### config.mk
export PLATFORM = sky130hd
export DESIGN_NAME = svs_ctrl
export DESIGN_NICKNAME = d
export VERILOG_FILES = /design/src/rtl/svs_pkg.sv /design/src/rtl/svs_ctrl.sv
export SDC_FILE = /design/constraint.sdc
export NUM_CORES = 1
export LEC_CHECK = 0
export BUFFER_PORTS_ARGS = -buffer_cell sky130_fd_sc_hd__clkbuf_2
export CAP_MARGIN = 30
export CORE_MARGIN = 3
export CORE_UTILIZATION = 35
export DETAILED_ROUTE_END_ITERATION = 8
export GPL_ROUTABILITY_DRIVEN = 0
export MAX_ROUTING_LAYER = met4
export RECOVER_POWER = 50
export SETUP_SLACK_MARGIN = 0.3
export SYNTH_ARGS = -nofsm -noshare
export SYNTH_HDL_FRONTEND = slang
export SYNTH_SLANG_ARGS = --single-unit
### constraint.sdc
create_clock -name clk -period 4.5 [get_ports clk]
set_clock_uncertainty 0.2 [all_clocks]
set_input_delay 0.45 -clock clk [delete_from_list [all_inputs] [get_ports clk]]
set_output_delay 0.45 -clock clk [all_outputs]
set_load 0.02 [all_outputs]
### src/rtl/svs_pkg.sv
// Shared types, constants and fixed-point helpers for the skinning block.
package svs_pkg;

  localparam int MAX_JOINTS_DEF = 64;
  localparam int JT_W = 224;   // joint entry: pos x,y,z then quat x,y,z,w

  typedef enum logic [1:0] {
    OP_JOINT  = 2'd0,
    OP_START  = 2'd1,
    OP_WEIGHT = 2'd2,
    OP_FINAL  = 2'd3
  } op_t;

  typedef enum logic [3:0] {
    ST_X0  = 4'd0,
    ST_X1  = 4'd1,
    ST_T   = 4'd2,
    ST_Y0  = 4'd3,
    ST_Y1  = 4'd4,
    ST_C   = 4'd5,
    ST_SUM = 4'd6,
    ST_MUL = 4'd7,
    ST_ACC = 4'd8
  } step_t;

  localparam logic [3:0] LAST_STEP = 4'd8;
  localparam logic [1:0] LAST_VEC  = 2'd3;

  typedef struct packed {
    op_t                operation;
    logic [5:0]         joint_index;
    logic signed [31:0] vec_a_x;
    logic signed [31:0] vec_a_y;
    logic signed [31:0] vec_a_z;
    logic signed [31:0] vec_b_x;
    logic signed [31:0] vec_b_y;
    logic signed [31:0] vec_b_z;
    logic signed [31:0] vec_c_x;
    logic signed [31:0] vec_c_y;
    logic signed [31:0] vec_c_z;
    logic signed [31:0] scalar_value;
  } in_t;

  typedef struct packed {
    logic signed [31:0] pos_x;
    logic signed [31:0] pos_y;
    logic signed [31:0] pos_z;
    logic signed [31:0] norm_x;
    logic signed [31:0] norm_y;
    logic signed [31:0] norm_z;
    logic signed [31:0] tan_x;
    logic signed [31:0] tan_y;
    logic signed [31:0] tan_z;
    logic signed [31:0] bitan_x;
    logic signed [31:0] bitan_y;
    logic signed [31:0] bitan_z;
  } out_t;

  typedef struct packed {
    logic       run;
    step_t      step;
    logic [1:0] vsel;
    logic       item_load;
    logic       joint_load;
    logic       basis_load;
    logic       joint_write;
    logic       out_load;
  } cmd_t;

  function automatic logic signed [31:0] sat32(input logic signed [35:0] v);
    if (v > 36'sd2147483647) sat32 = 32'sh7fffffff;
    else if (v < -36'sd2147483648) sat32 = 32'sh80000000;
    else sat32 = v[31:0];
  endfunction

  // round half up, arithmetic shift, saturate
  function automatic logic signed [31:0] qmul(input logic signed [63:0] p);
    logic signed [63:0] s;
    s = (p + 64'sd32768) >>> 16;
    if (s > 64'sd2147483647) qmul = 32'sh7fffffff;
    else if (s < -64'sd2147483648) qmul = 32'sh80000000;
    else qmul = s[31:0];
  endfunction

  function automatic logic signed [31:0] sat48to32(input logic signed [47:0] v);
    if (v > 48'sd2147483647) sat48to32 = 32'sh7fffffff;
    else if (v < -48'sd2147483648) sat48to32 = 32'sh80000000;
    else sat48to32 = v[31:0];
  endfunction

endpackage

### src/rtl/svs_ctrl.sv
// Controller: item dispatch, per-vector step sequencing and output handshake.
module svs_ctrl (
  input  logic         clk,
  input  logic         rst_n,
  input  logic         in_valid,
  output logic         in_ready,
  input  svs_pkg::op_t in_op,
  output logic         out_valid,
  input  logic         out_ready,
  output svs_pkg::cmd_t cmd
);

  typedef enum logic [1:0] {
    S_IDLE, S_LOAD, S_RUN, S_EMIT
  } state_t;

  state_t     state_r, state_nxt;
  logic [3:0] step_r, step_nxt;
  logic [1:0] vec_r, vec_nxt;
  logic       final_r, final_nxt;
  logic       out_valid_r, out_valid_nxt;
  logic       accept;

  assign in_ready  = (state_r == S_IDLE);
  assign accept    = in_valid && in_ready;
  assign out_valid = out_valid_r;

  always_comb begin
    state_nxt     = state_r;
    step_nxt      = step_r;
    vec_nxt       = vec_r;
    final_nxt     = final_r;
    out_valid_nxt = out_valid_r && !out_ready;
    cmd           = '0;
    cmd.step      = svs_pkg::step_t'(step_r);
    cmd.vsel      = vec_r;
    case (state_r)
      S_IDLE: begin
        if (accept) begin
          case (in_op)
            svs_pkg::OP_JOINT: cmd.joint_write = 1'b1;
            svs_pkg::OP_START: cmd.basis_load  = 1'b1;
            default: begin
              cmd.item_load = 1'b1;
              final_nxt     = (in_op == svs_pkg::OP_FINAL);
              state_nxt     = S_LOAD;
            end
          endcase
        end
      end
      S_LOAD: begin
        cmd.joint_load = 1'b1;
        step_nxt       = '0;
        vec_nxt        = '0;
        state_nxt      = S_RUN;
      end
      S_RUN: begin
        cmd.run = 1'b1;
        if (step_r == svs_pkg::LAST_STEP) begin
          step_nxt = '0;
          vec_nxt  = vec_r + 2'd1;
          if (vec_r == svs_pkg::LAST_VEC) begin
            state_nxt = final_r ? S_EMIT : S_IDLE;
          end
        end else begin
          step_nxt = step_r + 4'd1;
        end
      end
      S_EMIT: begin
        if (!out_valid_r || out_ready) begin
          cmd.out_load  = 1'b1;
          out_valid_nxt = 1'b1;
          state_nxt     = S_IDLE;
        end
      end
      default: state_nxt = S_IDLE;
    endcase
  end

  always_ff @(posedge clk) begin
    if (!rst_n) begin
      state_r     <= S_IDLE;
      step_r      <= '0;
      vec_r       <= '0;
      final_r     <= 1'b0;
      out_valid_r <= 1'b0;
    end else begin
      state_r     <= state_nxt;
      step_r      <= step_nxt;
      vec_r       <= vec_nxt;
      final_r     <= final_nxt;
      out_valid_r <= out_valid_nxt;
    end
  end

  a_no_overwrite: assert property (@(posedge clk) disable iff (!rst_n)
    cmd.out_load |-> (!out_valid_r || out_ready))
    else $error("output register overwritten while held");

  a_weight_loads: assert property (@(posedge clk) disable iff (!rst_n)
    cmd.item_load |=> (state_r == S_LOAD))
    else $error("weight item did not start joint load");

  a_run_after_load: assert property (@(posedge clk) disable iff (!rst_n)
    (state_r == S_LOAD) |=> (state_r == S_RUN && step_r == 4'd0 && vec_r == 2'd0))
    else $error("sequence did not start at first step");

endmodule

Word-level counts from Yosys, hierarchy flattened
Index checks and enable logic that the tools add are counted.
{"block": "word_totals", "register_bits": 10, "elab_cells": 56, "latchBits": 0, "n_memories": 0, "output_inout_bits": 14, "input_bits": 6, "ram_bits": 0, "mem_bits_ro": 0}
{"block": "op_classes", "addsub": 2, "n_div": 0, "n_mux": 24, "n_bitwise": 1, "n_shift": 0, "n_lt_le_gt_ge": 0, "n_eq_ne": 12, "mul": 0, "n_reduce_logical": 12}
{"operator": "$mux 2", "count": 9}
{"operator": "$mux 1", "count": 11}
{"operator": "$eq 2x2->1 const B", "count": 4}
{"operator": "$ne 2x2->1 const B", "count": 4}
{"operator": "$pmux 2 s4", "count": 1}
{"operator": "$pmux 4 s2", "count": 1}
{"operator": "$reduce_and 5->1", "count": 1}
{"operator": "$add 4x1->4 const B", "count": 1}
{"operator": "$eq 2x1->1 const B", "count": 2}
{"operator": "$eq 4x4->1 const B", "count": 1}
{"operator": "$logic_not 2->1", "count": 2}
{"operator": "$mux 4", "count": 1}
{"operator": "$pmux 2 s2", "count": 1}
{"operator": "$reduce_and 3->1", "count": 1}
{"operator": "$add 2x1->2 const B", "count": 1}
{"operator": "$logic_and 1x1->1", "count": 2}
{"operator": "$logic_not 1->1", "count": 2}
{"operator": "$ne 2x1->1 const B", "count": 1}
{"operator": "$reduce_and 2->1", "count": 1}
{"operator": "$reduce_bool 2->1", "count": 1}
{"operator": "$reduce_or 2->1", "count": 1}
{"operator": "$logic_or 1x1->1", "count": 1}
{"operator": "$not 1->1", "count": 1}

Logic depth before layout (Yosys ltp)
{"block": "depth", "depth_word": 5, "mapped_depth": 5, "mapped_depth_nobuf": 5}

Worst setup path after synthesis
OpenSTA, ideal clock, no wires.
{"block": "synth_timing", "path_kind": "reg-to-output", "start": "reg state_r[1]", "end": "out cmd[2] (netlist name)", "path_buffers": 0, "required_ps": 3850, "path_stages_with_launch": 5, "slack_ps": 2438, "arrival_time_ps": 1412, "cell_sequence": "dfxtp_1 > inv_1 > ha_1 > nand2_1 > nor3b_1"}
{"item": "start, declared", "line_no": "svs_ctrl.sv:17", "text": "state_t state_r, state_nxt;"}
{"item": "start signal, assigned", "line_no": "svs_ctrl.sv:88", "text": "state_r <= state_nxt;"}
{"item": "end, declared", "line_no": "svs_ctrl.sv:10", "text": "output svs_pkg::cmd_t cmd"}

==> impl_metrics.tcl <==
set metrics [dict create \
    outcome "completed" \
    crit_path_max_incr_delay_ns 0.35 \
    viasPerCell 5.22 \
    initial_utilization_pct 39.0 \
    arrival_ns 1.48 \
    synthesis.area_sq_um 614 \
    die_y_microns 47.9 \
    final.setup.tns_ns 0 \
    final_cell_mix "clkbuf_2, dfxtp_1, ha_1" \
    fin_hold_ws_ns 0.257 \
    cts_resized 0 \
    cts.sinks 10 \
    async_flop_share_pct 0 \
    crit_path_end_kind "output port" \
    max_cap_viol_count 0 \
    fillers 172 \
    setup_viol 0 \
    fin_area_sq_um 743 \
    timing.final.ws_setup_ns 2.37 \
    maxSlewViolCount 0 \
    ios 20 \
    cts_inserted_buffers 3 \
    timing.final.hold_violations 0 \
    grt_pass1_vias 513 \
    wl_per_cell_microns 11.3 \
    clk_latency_ns 0.26 \
    leakage_uw 0.000319 \
    diodes 0 \
    final.min_clock_period_ns 2.13 \
    die-area_sq_um 2290 \
    cts_root_buf "clkbuf_4" \
    power_density_nw_per_um2 454 \
    clock_path_buffers 2 \
    syn_to_final_growth_pct 21.0 \
    final_common_cell "clkbuf_2" \
    synth_ff_type "dfxtp_1" \
    worstSetupPathType "reg2out" \
    syn_nets 84 \
    grt_pass1_wl_microns 2150 \
    cp.required_ns 3.85 \
    first_pass_iters 5 \
    core_region_area_sq_um 1580 \
    track_usage_pct 13.9 \
    fp-row-count 14 \
    clk_pin_slew_worst_paths_ns 0.07 \
    syn_avg_cell_area_sq_um 8.78 \
    post_cts_buffers 0 \
    tightest_slew_ns 0.341 \
    grt_remaining_overflow 0 \
    period_share_pct 47.3 \
    synth-edff-count 0 \
    crit_path_start_kind "register" \
    grt_max_degree 10 \
    drc 0 \
    slew_headroom_pct 77.0 \
    finalPower_uw 337 \
    worst_hold_path_type "in2reg" \
    synth_cell_types 28 \
    fin_nets 108 \
    ant_nets 0 \
    vias 564 \
    h-tree-depth 1 \
    wl_microns 1220 \
    ys_warn_count 0 \
    io_buffers 19 \
    dp_hpwl_microns 960 \
    hold_buffers 0 \
    place_area_sq_um 729 \
    tritoncts "done" \
    slowest_stage "dfxtp_1" \
    clock.fmax_ghz 0.470 \
    synth-seq-cells 10 \
    antenna_found_initial 0 \
    cp_max_fo 6 \
    rsz0062_at_grt "false" \
    dp_slack_ns 2.65 \
    syn_inst 70 \
    crit_chain "inv_1, ha_1, nand2_1, nor3b_1, clkbuf_2" \
    synth-seq-area-share_pct 32.6 \
    detail_route.iter0.violations 10 \
    dieWidth_microns 47.9 \
    drive_above_1_share_pct 19.6 \
    irDropWorstVdd_uv 261 \
]
-- per-stage QoR --
| stage | std cells | utilization, % |
|---|---|---|
| 6_report | 108 | 47.1 |
| 3_5_place_dp | 105 | 46.3 |
| 3_3_place_gp | 105 | 46.3 |
| 2_1_floorplan | 70 | - |
| 4_1_cts | 108 | 47.7 |
| 5_1_grt | 108 | 47.1 |
-- area by class of cell --
| class | instances | area [sq um] | area share [%] |
|---|---|---|---|
| clock buffers | 3 | 22.5 | 3.03 |
| multi-input cells | 54 | 392 | 52.7 |
| well taps | 16 | 20.0 | 2.69 |
| inverters | 6 | 22.5 | 3.03 |
| flip-flops and latches | 10 | 200 | 26.9 |
| repair buffers | 19 | 86.3 | 11.6 |
-- routing by layer --
layer	wire length, microns	GRT usage [%]	part of all wire, %	vias up
met2	576	19.8	47	12
li1	-	-	-	289
met1	578	18.2	47	263
met4	0	4.84	0	0
met3	66	4.51	5.4	0
met5	0	-	0	-
-- cells in the mapped netlist, types with 2 or more instances --
library cell	number	area, sq um
nor2_1	3	11.3
nand3b_1	2	15.0
nor3_1	4	20.0
dfxtp_1	10	200
nand2b_1	2	12.5
and3_1	2	12.5
nand4b_1	2	17.5
nand3_1	3	15.0
inv_1	6	22.5
a21oi_1	4	20.0
xor2_1	2	17.5
mux2i_1	2	20.0
nor2b_1	2	12.5
nand2_1	5	18.8
ha_1	8	100
-- kinds of logic (layout without fill, tap and decap cells) --
group	Yosys count	after routing	synth area share, %
adder cells (fa/ha/maj)	8	8	16.3
flip-flops	10	10	32.6
XOR/XNOR	3	3	4.28
AND/OR/NAND/NOR	29	29	26.3
buffers and inverters	6	28	3.67
multiplexers	2	2	3.26
AO/OA/AOI/OAI	12	12	13.6
-- sequential cells by signal, summed over array words and instances, names as in the netlist --
register / flops
final_r: 1
vec_r: 2
state_r: 2
out_valid: 1
step_r: 4
-- final timing paths --
path / from / to / slack [ns] / cells after the start
worst min-delay path: rst_n / state_r[0] / 0.26 / 3
worst max-delay path: state_r[1] / cmd[2] / 2.37 / 5
worst max register to register: state_r[0] / vec_r[1] / 2.76 / 5
worst min register to register: vec_r[1] / vec_r[1] / 0.30 / 2
-- where the power goes --
part | internal, uW | total, uW | leakage, uW | switching (uW)
Clock | 30.8 | 61.3 | 0.0000138 | 30.4
Combinational | 68.7 | 164 | 0.000224 | 95.1
Sequential | 99.1 | 112 | 0.0000811 | 13.0
Total | 199 | 337 | 0.000319 | 138
-- worst max-delay path, delay by kind of cell, from the launching register on --
| kind | cells | cell delay, ns |
|---|---|---|
| fa+ha+maj | 1 | 0.25 |
| simple gates | 2 | 0.26 |
| buf+inv | 2 | 0.36 |
| flops | 1 | 0.35 |
No activity file was read; power rests on OpenSTA's default activity.
